===== src/soc_pkg.sv =====
package soc_pkg;

  // Fixed field widths.
  localparam int unsigned PressureW = 16;
  localparam int unsigned CfgDataW  = 16;
  localparam int unsigned CfgAddrW  = 3;
  localparam int unsigned DelayW    = 14;
  localparam int unsigned PowerOnW  = 8;
  localparam int unsigned OnOffW    = 20;
  localparam int unsigned StartW    = 24;

  // Timing constants: tick period in ms, ms per tenth second and per minute.
  localparam int unsigned TickMs   = 10;
  localparam int unsigned TenthMs  = 100;
  localparam int unsigned MinuteMs = 60000;

  // Products used for the delay checks, wide enough to never overflow.
  localparam int unsigned OnOffProdW = OnOffW + 8;
  localparam int unsigned StartProdW = StartW + 8;

  // Window margin, in units of the pressure value.
  localparam int unsigned WindowMargin = 100;

  // Register indexes of the configuration port.
  typedef enum logic [CfgAddrW-1:0] {
    RegOutputMode   = 3'd0,
    RegWindowMode   = 3'd1,
    RegOutputType   = 3'd2,
    RegPointOne     = 3'd3,
    RegPointTwo     = 3'd4,
    RegOnDelay      = 3'd5,
    RegOffDelay     = 3'd6,
    RegPowerOnDelay = 3'd7
  } reg_idx_e;

  // Output mode codes.
  typedef enum logic [1:0] {
    OutOff      = 2'd0,
    OutDisabled = 2'd1,
    OutNc       = 2'd2,
    OutNo       = 2'd3
  } out_mode_e;

  // Output type codes.
  typedef enum logic {
    TypePnp = 1'b0,
    TypeNpn = 1'b1
  } out_type_e;

  typedef struct packed {
    out_mode_e                    output_mode;
    logic                         window_mode;
    out_type_e                    pin_sel;
    logic signed [PressureW-1:0]  point_one;
    logic signed [PressureW-1:0]  point_two;
    logic [DelayW-1:0]            rise_delay;
    logic [DelayW-1:0]            fall_delay;
    logic [PowerOnW-1:0]          startup_delay;
  } cfg_t;

  typedef struct packed {
    logic              raw_state;
    logic              qual_state;
    logic [OnOffW-1:0] on_ticks;
    logic [OnOffW-1:0] off_ticks;
    logic [StartW-1:0] startup_ticks;
    logic              startup_armed;
    logic              active_state;
    logic              pnp_level;
    logic              npn_level;
  } state_t;

  typedef struct packed {
    logic pnp_drive;
    logic npn_drive;
    logic switch_active;
    logic raw_switch;
    logic raw_toggle;
    logic power_on_done;
  } result_t;

endpackage


===== src/soc_eval.sv =====
module soc_eval (
  input  soc_pkg::cfg_t                        cfg_i,
  input  soc_pkg::state_t                      state_i,
  input  logic signed [soc_pkg::PressureW-1:0] pressure_i,
  output soc_pkg::state_t                      state_o,
  output soc_pkg::result_t                     result_o
);

  logic                               mode_off;
  logic                               raw;
  logic signed [soc_pkg::PressureW:0] x_ext;
  logic signed [soc_pkg::PressureW:0] hi_margin;
  logic signed [soc_pkg::PressureW:0] lo_margin;
  logic signed [soc_pkg::PressureW:0] p1_ext;
  logic signed [soc_pkg::PressureW:0] p2_ext;
  logic [soc_pkg::OnOffProdW-1:0]     on_elapsed;
  logic [soc_pkg::OnOffProdW-1:0]     off_elapsed;
  logic [soc_pkg::OnOffProdW-1:0]     on_limit;
  logic [soc_pkg::OnOffProdW-1:0]     off_limit;
  logic [soc_pkg::StartProdW-1:0]     start_elapsed;
  logic [soc_pkg::StartProdW-1:0]     start_limit;
  logic                               started;
  logic                               delayed;
  logic                               active;

  // Output modes zero and one both mean the output is switched off.
  always_comb begin
    case (cfg_i.output_mode) inside
      soc_pkg::OutNc, soc_pkg::OutNo: mode_off = 1'b0;
      default:                        mode_off = 1'b1;
    endcase
  end

  // Margins are formed one bit wider than the points so they never wrap.
  assign x_ext     = {pressure_i[soc_pkg::PressureW-1], pressure_i};
  assign p1_ext    = {cfg_i.point_one[soc_pkg::PressureW-1], cfg_i.point_one};
  assign p2_ext    = {cfg_i.point_two[soc_pkg::PressureW-1], cfg_i.point_two};
  assign hi_margin = p1_ext - (soc_pkg::PressureW+1)'(soc_pkg::WindowMargin);
  assign lo_margin = p2_ext + (soc_pkg::PressureW+1)'(soc_pkg::WindowMargin);

  // Raw comparison; each later test overrides the earlier ones.
  always_comb begin
    raw = state_i.raw_state;
    if (!cfg_i.window_mode) begin
      if (mode_off) begin
        raw = 1'b0;
      end else if (cfg_i.point_one < cfg_i.point_two) begin
        if (cfg_i.point_one > pressure_i) raw = 1'b1;
        if (cfg_i.point_two < pressure_i) raw = 1'b0;
      end else if (cfg_i.point_one > cfg_i.point_two) begin
        if (cfg_i.point_one < pressure_i) raw = 1'b1;
        if (cfg_i.point_two > pressure_i) raw = 1'b0;
      end
    end else if (!mode_off) begin
      if (lo_margin < x_ext) raw = 1'b0;
      if (p1_ext < x_ext)    raw = 1'b1;
      if (hi_margin > x_ext) raw = 1'b0;
      if (p2_ext > x_ext)    raw = 1'b1;
    end
  end

  // Delay checks compare elapsed milliseconds against the delay in ms,
  // which is the same as comparing the truncated quotient with the delay.
  assign on_elapsed  = soc_pkg::OnOffProdW'(state_i.on_ticks) *
                       soc_pkg::OnOffProdW'(soc_pkg::TickMs);
  assign off_elapsed = soc_pkg::OnOffProdW'(state_i.off_ticks) *
                       soc_pkg::OnOffProdW'(soc_pkg::TickMs);
  assign on_limit    = soc_pkg::OnOffProdW'(cfg_i.rise_delay) *
                       soc_pkg::OnOffProdW'(soc_pkg::TenthMs);
  assign off_limit   = soc_pkg::OnOffProdW'(cfg_i.fall_delay) *
                       soc_pkg::OnOffProdW'(soc_pkg::TenthMs);
  assign start_elapsed = soc_pkg::StartProdW'(state_i.startup_ticks) *
                         soc_pkg::StartProdW'(soc_pkg::TickMs);
  assign start_limit   = soc_pkg::StartProdW'(cfg_i.startup_delay) *
                         soc_pkg::StartProdW'(soc_pkg::MinuteMs);
  assign started       = (start_elapsed >= start_limit);

  // Qualified state after the on-delay and off-delay.
  always_comb begin
    delayed = state_i.qual_state;
    if (raw && (on_elapsed >= on_limit)) delayed = 1'b1;
    if (!raw && (off_elapsed >= off_limit)) delayed = 1'b0;
  end

  // Normally closed inverts, normally open passes, off and disabled force inactive.
  always_comb begin
    case (cfg_i.output_mode)
      soc_pkg::OutNc: active = ~delayed;
      soc_pkg::OutNo: active = delayed;
      default:        active = 1'b0;
    endcase
  end

  // Next state and result word.
  always_comb begin
    state_o = state_i;
    state_o.raw_state = raw;
    result_o.power_on_done = 1'b0;
    if (started) begin
      state_o.startup_armed = 1'b0;
      result_o.power_on_done = state_i.startup_armed;
      state_o.qual_state = delayed;
      // Counters run only while the delay is still pending, and saturate.
      if (raw) begin
        state_o.off_ticks = '0;
        if ((on_elapsed < on_limit) && (state_i.on_ticks != '1)) begin
          state_o.on_ticks = state_i.on_ticks + 1'b1;
        end
      end else begin
        state_o.on_ticks = '0;
        if ((off_elapsed < off_limit) && (state_i.off_ticks != '1)) begin
          state_o.off_ticks = state_i.off_ticks + 1'b1;
        end
      end
      state_o.active_state = active;
      // The selected pin follows; the other pin drops only on activation.
      if (active) begin
        state_o.pnp_level = (cfg_i.pin_sel == soc_pkg::TypePnp);
        state_o.npn_level = (cfg_i.pin_sel == soc_pkg::TypeNpn);
      end else if (cfg_i.pin_sel == soc_pkg::TypePnp) begin
        state_o.pnp_level = 1'b0;
      end else begin
        state_o.npn_level = 1'b0;
      end
    end else begin
      state_o.startup_armed = 1'b1;
      if (state_i.startup_ticks != '1) begin
        state_o.startup_ticks = state_i.startup_ticks + 1'b1;
      end
    end
    result_o.pnp_drive     = state_o.pnp_level;
    result_o.npn_drive     = state_o.npn_level;
    result_o.switch_active = state_o.active_state;
    result_o.raw_switch    = raw;
    result_o.raw_toggle    = (raw != state_i.raw_state);
  end

endmodule


===== src/switch_output_comparator_core.sv =====
// Switching-output comparator, one channel.
// Input channel: one word per control tick carrying a signed pressure value,
// handshaked with in_valid_i / in_ready_o. Output channel: one result word per
// tick (pin levels, qualified and raw switch state, change and power-on-done
// pulses), handshaked with out_valid_o / out_ready_i.
// Configuration: write cfg_wdata_i to register cfg_addr_i while cfg_we_i is
// high; only while no word is in flight.
// A word accepted into the input register is evaluated and its result is
// loaded into the result register once that register is free.
// Throughput: one word per cycle while the receiver takes results; the
// comparison, delay checks and output drive all settle between the input
// register and the result register, and the tick state moves once per word.
// The input register keeps accepting while a result waits, as long as it
// can move forward; when the receiver stalls, at most two words are held and
// in_ready_o drops until the result is taken.
// Reset clears all configuration to zero, all tick counters and output
// levels, and empties both register stages.
module switch_output_comparator_core (
  input  logic                                 clk_i,
  input  logic                                 rst_ni,
  input  logic                                 cfg_we_i,
  input  logic [soc_pkg::CfgAddrW-1:0]         cfg_addr_i,
  input  logic [soc_pkg::CfgDataW-1:0]         cfg_wdata_i,
  input  logic                                 in_valid_i,
  output logic                                 in_ready_o,
  input  logic signed [soc_pkg::PressureW-1:0] pressure_value_i,
  output logic                                 out_valid_o,
  input  logic                                 out_ready_i,
  output logic                                 pnp_drive_o,
  output logic                                 npn_drive_o,
  output logic                                 switch_active_o,
  output logic                                 raw_switch_o,
  output logic                                 raw_toggle_o,
  output logic                                 power_on_done_o
);

  soc_pkg::cfg_t                        cfg_q, cfg_d;
  soc_pkg::state_t                      state_q, state_d;
  soc_pkg::result_t                     result_q, result_d;
  logic signed [soc_pkg::PressureW-1:0] pressure_q;
  logic                                 in_valid_q;
  logic                                 out_valid_q;
  logic                                 advance;

  // Configuration register writes.
  always_comb begin
    cfg_d = cfg_q;
    if (cfg_we_i) begin
      unique case (soc_pkg::reg_idx_e'(cfg_addr_i))
        soc_pkg::RegOutputMode:   cfg_d.output_mode = soc_pkg::out_mode_e'(cfg_wdata_i[1:0]);
        soc_pkg::RegWindowMode:   cfg_d.window_mode = cfg_wdata_i[0];
        soc_pkg::RegOutputType:   cfg_d.pin_sel = soc_pkg::out_type_e'(cfg_wdata_i[0]);
        soc_pkg::RegPointOne:     cfg_d.point_one = cfg_wdata_i;
        soc_pkg::RegPointTwo:     cfg_d.point_two = cfg_wdata_i;
        soc_pkg::RegOnDelay:      cfg_d.rise_delay = cfg_wdata_i[soc_pkg::DelayW-1:0];
        soc_pkg::RegOffDelay:     cfg_d.fall_delay = cfg_wdata_i[soc_pkg::DelayW-1:0];
        soc_pkg::RegPowerOnDelay: cfg_d.startup_delay = cfg_wdata_i[soc_pkg::PowerOnW-1:0];
        default:                  cfg_d = cfg_q;
      endcase
    end
  end

  always_ff @(posedge clk_i or negedge rst_ni) begin
    if (!rst_ni) begin
      cfg_q <= '0;
    end else begin
      cfg_q <= cfg_d;
    end
  end

  // A word moves from the input register to the result register when the
  // result register is empty or its word is being taken.
  assign advance    = in_valid_q && (!out_valid_q || out_ready_i);
  assign in_ready_o = !in_valid_q || advance;

  soc_eval u_eval (
    .cfg_i      (cfg_q),
    .state_i    (state_q),
    .pressure_i (pressure_q),
    .state_o    (state_d),
    .result_o   (result_d)
  );

  // Handshake and tick state.
  always_ff @(posedge clk_i or negedge rst_ni) begin
    if (!rst_ni) begin
      in_valid_q  <= 1'b0;
      out_valid_q <= 1'b0;
      state_q     <= '0;
    end else begin
      if (in_ready_o) begin
        in_valid_q <= in_valid_i;
      end
      if (advance) begin
        out_valid_q <= 1'b1;
        state_q     <= state_d;
      end else if (out_ready_i) begin
        out_valid_q <= 1'b0;
      end
    end
  end

  // Payload registers.
  always_ff @(posedge clk_i) begin
    if (in_ready_o && in_valid_i) begin
      pressure_q <= pressure_value_i;
    end
    if (advance) begin
      result_q <= result_d;
    end
  end

  assign out_valid_o     = out_valid_q;
  assign pnp_drive_o     = result_q.pnp_drive;
  assign npn_drive_o     = result_q.npn_drive;
  assign switch_active_o = result_q.switch_active;
  assign raw_switch_o    = result_q.raw_switch;
  assign raw_toggle_o    = result_q.raw_toggle;
  assign power_on_done_o = result_q.power_on_done;

endmodule

===== config.mk =====
export PLATFORM = sky130hd
export DESIGN_NAME = switch_output_comparator_core
export DESIGN_NICKNAME = d
export VERILOG_FILES = /design/src/soc_pkg.sv /design/src/soc_eval.sv /design/src/switch_output_comparator_core.sv
export SDC_FILE = /design/constraint.sdc
export NUM_CORES = 1
export LEC_CHECK = 0
export BUFFER_PORTS_ARGS = -buffer_cell sky130_fd_sc_hd__buf_2
export CAP_MARGIN = 10
export CORE_MARGIN = 5
export CORE_UTILIZATION = 55
export CTS_CLUSTER_SIZE = 30
export DETAILED_ROUTE_END_ITERATION = 6
export PLACE_DENSITY_LB_ADDON = 0.1
export SLEW_MARGIN = 20
export SYNTH_ARGS = -nofsm -noshare
export SYNTH_HDL_FRONTEND = slang
export SYNTH_SLANG_ARGS = --single-unit

===== constraint.sdc =====
create_clock -name clk_i -period 8.85 [get_ports clk_i]
set_input_delay 0.885 -clock clk_i [delete_from_list [all_inputs] [get_ports clk_i]]
set_output_delay 0.885 -clock clk_i [all_outputs]
set_load 0.02 [all_outputs]

==> impl_metrics.py, run 1 <==
metrics = {
    "status": {
        "status": "finished clean",
    },
    "timing": {
        "finalSetupViolCount": 0,
        "setup_tns_ps": 0,
        "hold_viol": 0,
        "setup_slack_ps": 1460,
        "finalClockSkew_ps": 11.1,
        "fin_crit_sh_pct": 83.5,
        "worst_pin_slew_ps": 1070,
        "slew_headroom_pct": 28.0,
        "rsz0062_at_grt": "false",
        "finalCriticalPeriod_ps": 7390,
        "clock.fmax_ghz": 0.135,
        "slew_violations": 0,
    },
    "clock_network": {
        "postCtsHoldBufs": 0,
        "clk_latency_ps": 460,
        "post_cts_resized": 0,
        "clock_sinks": 166,
        "cts_buffer_depth": 2,
        "cts_made_buffers": 17,
        "htreeDepth": 4,
        "root_buffer": "clkbuf_16",
        "cts_setup_buffers": 0,
        "cts_tree": "yes",
        "clk_pin_slew_ps": 70,
    },
    "place": {
        "pre_cts_ws_ps": 1520,
        "place.gp.congestion": 0.887,
        "dp_hpwl_mm": 31.9,
        "port_buffers": 47,
    },
    "grt": {
        "antenna_found_initial": 0,
        "grt_use_total_pct": 22.5,
        "grt_max_degree": 74,
        "grt_overflow": 0,
        "grt_pass1_wl_mm": 68.5,
        "grt_pass1_vias": 14000,
    },
    "setup_path": {
        "critPathLaunch": "cfg_q[6]",
        "ff2ff_path_depth": 29,
        "cp-start-kind": "register",
        "worst_setup_path_end_kind": "register",
        "cp_max_fo": 11,
        "crit_arrival_ps": 7770,
        "crit_path_top_delay_cell": "or3_1",
        "crit_buf_inv": 2,
        "slowest_delay_ps": 610,
        "r2r-end": "state_q[23]",
        "cp.required_ps": 9230,
        "cp_top_family": "adder cells",
        "r2r-start": "cfg_q[6]",
        "reg2reg_slack_ps": 1460,
        "critPathKind": "register to register",
    },
    "power_and_ir_drop": {
        "switchingPower_mw": 2.66,
        "p_clk_share_pct": 13.1,
        "powerDensity_mw_per_mm2": 294,
        "seqPwrFrac_pct": 18.9,
        "leakage_nw": 9.96,
        "internal_power_mw": 3.09,
        "pwr-share-comb_pct": 68.0,
        "power_mw": 5.75,
        "p_sw_share_pct": 46.3,
        "ir_drop_uv": 259,
    },
    "synthesis": {
        "synth_warnings": 0,
        "synthesis.area_mm2": 0.0183,
        "synth.top_cell.area_share_pct": 27.5,
        "netlist_instances": 1945,
        "synth-seq-cells": 166,
        "synth.area.top_cells": "ha_1 (27%), dfrtp_1 (20%), xnor2_1 (5.4%)",
        "ys_types": 86,
        "yosysTopAreaCell": "ha_1",
        "syn_nets": 2429,
        "synth_flop_cell": "dfrtp_1",
        "synthArstFlopShare_pct": 86.7,
        "ys_seq_area_share_pct": 23.3,
        "synth_edf_count": 22,
        "synth_area_per_cell_um2": 9.40,
    },
    "floorplanning": {
        "rows": 66,
        "start_util_pct": 55.9,
        "die_w_um": 192,
        "dieArea_mm2": 0.0370,
        "io_pins": 48,
        "coreArea_mm2": 0.0327,
        "fp.dieH_um": 192,
    },
    "cells_and_area": {
        "top_regs": "cfg_q: 72 flops, state_q: 70 flops, pressure_q: 16 flops",
        "nets": 2480,
        "largest_reg_flops": 72,
        "antenna_cells": 0,
        "area_delta_synth_final_pct": 7.16,
        "multi_input_area_mm2": 0.0131,
        "drive_gt1_share_pct": 9.46,
        "fillers": 2957,
        "seq_area_mm2": 0.00426,
        "largest_register": "cfg_q",
    },
    "run": {
        "maxCapViolCount": 0,
    },
    "routing": {
        "wire_per_inst_um": 16.2,
        "ant_nets": 0,
        "wl_mm": 39.7,
        "drcViolationCount": 0,
        "drt-initial-drc-count": 673,
        "dr_total_vias": 13900,
        "vias_per_cell": 5.68,
        "firstDrtPassIters": 5,
    },
    "worst_hold_path": {
        "hp-class": "input port to async pin",
    },
}
-- through the flow --
stage | hold slack, ps | cell area [um^2] | utilization (%) | cells
global route | 503 | 19600 | 59.9 | 2451
finish | 458 | 19600 | 59.9 | 2451
global placement | 463 | 19000 | 58.1 | 2419
detailed placement | 491 | 19000 | 58.1 | 2419
CTS | 467 | 19600 | 59.9 | 2451
floorplan | 439 | 18300 | - | 1945
-- layer usage --
layer  track usage [%]  routed length (um)
met3              2.80                1060
met4              5.40                 571
met1              31.9               19900
met2              37.0               18100
met5                 0                   0
-- cell type report --
type,instances,area share [%]
sequential,166,21.8
clock buffer,17,2.17
clock inverter,15,0.741
multi-input combinational,1550,67.1
inverter,211,4.04
tap,442,2.82
timing repair buffer,50,1.35
-- logic make-up after synthesis --
family          Yosys count  synth area share, %
simple gates            504                 14.6
fa+ha+maj               444                 32.2
compound gates          381                 13.7
buf+inv                 229                 4.79
flops                   166                 23.3
xor+xnor                159                 7.62
mux                      62                 3.81
-- worst max path at each step --
stage | end | slack [ps] | cells after the start
after detailed placement | state_q[23] | 1520 | 29
final | state_q[23] | 1460 | 29
after global routing | state_q[23] | 670 | 29
after floorplan | state_q[17] | 2400 | 31
after global placement | state_q[23] | 1640 | 29
after CTS | state_q[23] | 1440 | 29
-- worst reg2reg max path: cells and delay by family (launching register included) --
family,cells,cell delay (ps)
fa+ha+maj,6,2180
compound gates,12,2180
simple gates,7,1950
flops,1,560
xor+xnor,2,330
buf+inv,2,110
-- synthesized netlist by cell type, drive strengths merged (5+ instances only) --
library cell / n
mux2: 61
inv: 211
nor2: 102
buf: 7
o211ai: 11
nor3b: 6
a21boi: 6
dfrtp: 144
clkbuf: 11
nand2: 122
nor3: 43
ha: 401
o31a: 5
or2: 12
nand4b: 8
a311oi: 5
nand4: 33
fa: 43
a31oi: 8
nand3: 43
o31ai: 9
a211oi: 17
and2: 8
xor2: 47
a21oi: 112
o21bai: 17
and3: 21
and4: 8
xnor2: 112
a21o: 36
o221ai: 5
nor4: 19
nand2b: 28
edfxtp: 22
or3: 17
o21a: 16
o21ai: 91
nor2b: 20
-- cells in the final DEF (no fill, tap or decap), types with 21 or more instances in the layout --
master,n
nand3_1,43
inv_1,209
edfxtp_1,22
buf_2,46
dfrtp_1,144
and3_1,21
nand4_1,33
mux2_2,61
ha_1,401
nor2_1,100
nand2_1,122
xor2_1,47
nand2b_1,28
o21ai_0,84
fa_1,43
a21oi_1,112
xnor2_1,112
a21o_1,36
nor3_1,32
-- power by group through the flow --
stage               clock, mW  sequential, mW  combinational, mW
floorplan                   0            1.05               3.10
global placement            0            1.10               3.80
detailed placement          0            1.10               3.90
CTS                     0.770            1.09               3.95
global route            0.798            1.11               4.55
finish                  0.753            1.09               3.91
No activity file was read; power rests on OpenSTA's default activity.
==> inputs of run 2 (changes only) <==
==> constraint.sdc (replaced) <==
create_clock -name clk_i -period 6.91 [get_ports clk_i]
set_input_delay 0.691 -clock clk_i [delete_from_list [all_inputs] [get_ports clk_i]]
set_output_delay 0.691 -clock clk_i [all_outputs]
set_load 0.02 [all_outputs]
==> run 2 against run 1 <==
Setup slack worse by 1100 ps. Utilization increased by 0.57 points. Fmax grew 13%. Flip-flop and latch count unchanged. Clock skew grew 6.0 ps. Count of clock-buffer cells in the layout is the same. Critical endpoint is now switch_active_o. Critical path type unchanged. Combinational power rose by 33%. Non-clock buffer count up 14. Die area unchanged. Global-route usage up 0.48 points.
==> impl_metrics.py, run 2 (same netlist as run 1, synthesis figures left out) <==
metrics = {
    "setup_path": {
        "crit_path_top_delay_cell": "fa_1",
        "cp-start-kind": "register",
        "cp_max_fo": 6,
        "worst_setup_path_end_kind": "register",
        "critPathKind": "register to register",
        "slowest_delay_ps": 480,
        "crit_arrival_ps": 6730,
        "cp.required_ps": 7110,
    },
    "grt": {
        "grt.met3_usage_pct": 3.89,
        "grt_busiest_layer": "met2",
        "grt_use_total_pct": 23.0,
        "grt_pass1_wl_mm": 69.6,
        "grt_pass1_vias": 14200,
        "grt_overflow": 0,
        "met1_usage_pct": 31.3,
        "grt_max_degree": 76,
        "antenna_found_initial": 0,
        "grt_use_met2_pct": 38.4,
    },
    "place": {
        "dp_hpwl_mm": 32.8,
        "dp_cells": 2431,
        "place.gp.congestion": 0.889,
        "pre_cts_ws_ps": -44.0,
        "port_buffers": 47,
    },
    "cells_and_area": {
        "largest_register": "cfg_q",
        "final_core_util_pct": 60.5,
        "area_delta_synth_final_pct": 8.19,
        "top_regs": "cfg_q: 72 flops, state_q: 70 flops, pressure_q: 16 flops",
        "final_cell_mix": "ha_1 (400), inv_1 (209), dfrtp_1 (144)",
        "final_common_cell": "ha_1",
        "drive_gt1_share_pct": 10.7,
        "antenna_cells": 0,
        "fin_cells": 2465,
        "largest_reg_flops": 72,
        "nets": 2494,
    },
    "timing": {
        "hold_viol": 0,
        "slew_headroom_pct": 35.2,
        "hold_ws_ps": 265,
        "setup_slack_ps": 384,
        "finalSetupViolCount": 0,
        "setup_tns_ps": 0,
        "slew_violations": 0,
        "clock.fmax_ghz": 0.153,
        "rsz0062_at_grt": "true",
        "worst_pin_slew_ps": 973,
        "finalCriticalPeriod_ps": 6530,
        "finalClockSkew_ps": 17.1,
        "fin_crit_sh_pct": 94.4,
    },
    "floorplanning": {
        "coreArea_mm2": 0.0327,
        "dieArea_mm2": 0.0370,
        "start_util_pct": 55.9,
        "io_pins": 48,
        "rows": 66,
        "fp.dieH_um": 192,
        "die_w_um": 192,
    },
    "routing": {
        "vias_per_cell": 5.70,
        "dr_total_vias": 14000,
        "wl_mm": 41.0,
        "firstDrtPassIters": 5,
        "ant_nets": 0,
        "drcViolationCount": 0,
        "wire_per_inst_um": 16.7,
        "drt-initial-drc-count": 630,
    },
    "clock_network": {
        "clk_pin_slew_ps": 70,
        "cts_buffer_depth": 2,
        "root_buffer": "clkbuf_16",
        "cts_tree": "yes",
        "clk_latency_ps": 460,
        "postCtsHoldBufs": 0,
        "htreeDepth": 4,
        "cts_made_buffers": 17,
        "clock_sinks": 166,
    },
    "power_and_ir_drop": {
        "powerDensity_mw_per_mm2": 382,
        "leakage_nw": 10.1,
        "ir_drop_uv": 366,
    },
    "status": {
        "status": "finished clean",
    },
    "worst_hold_path": {
        "hp-class": "input port to async pin",
    },
    "run": {
        "maxCapViolCount": 0,
    },
}
==> run 2: changes by cell type in the layout (fill, tap and decap cells not counted), sizes merged <==
cell / change
buf: +14
bufinv: -1
clkinvlp: -3
inv: +4
==> run 2: repair_timing <==
item | in CTS | in global routing
buffers inserted | 0 | 1
gates resized for setup | 2 | 20
pin swaps | 0 | 5
setup endpoints to repair | 6 | 66
endpoints found under the hold margin | 0 | 0
==> run 2: stage by stage <==
stage	power, mW	area (um^2)
after floorplan	5.32	18300
after global placement	6.32	19100
after detailed placement	6.48	19100
after CTS	7.53	19700
after global routing	8.47	19800
final	7.56	19800
==> run 2: where the power goes <==
part / internal [mW] / switching, mW / total, mW
Clock: 0.482 / 0.498 / 0.979
Sequential: 1.16 / 0.231 / 1.39
Combinational: 2.40 / 2.79 / 5.19
Total: 4.04 / 3.51 / 7.56
==> run 2: layout make-up <==
type,instances,area (um^2)
clock buffer,17,425
clock inverter,15,149
fill,2893,12900
inverter,211,792
multi-input combinational,1550,13200
sequential,166,4260
tap,442,553
timing repair buffer,64,373
==> run 2: final timing paths <==
path | startpoint | endpoint | slack (ps) | depth (start not counted)
min in group clk_i | pressure_value_i[4] | pressure_q[4] | 400 | 1
worst max-delay path | cfg_q[24] | switch_active_o | 380 | 26
worst min register to register | state_q[3] | state_q[3] | 490 | 2
worst min-delay path | rst_ni | state_q[64] | 270 | 1
max in group asynchronous | rst_ni | cfg_q[67] | 5200 | 2
worst max register to register | cfg_q[24] | switch_active_o | 380 | 26
==> run 2: layer usage <==
layer  routed length, um  vias up
met5                   0        -
li1                    -     7108
met2               19100      188
met4                 713        0
met1               19800     6700
met3                1420       44
==> run 2: worst max-delay path, delay by kind of cell, from the launching register on <==
kind            cells  cell delay (ps)
compound gates     11             2270
flops               1              420
xor+xnor            2              300
fa+ha+maj           5             1770
mux                 1              260
simple gates        7             1230
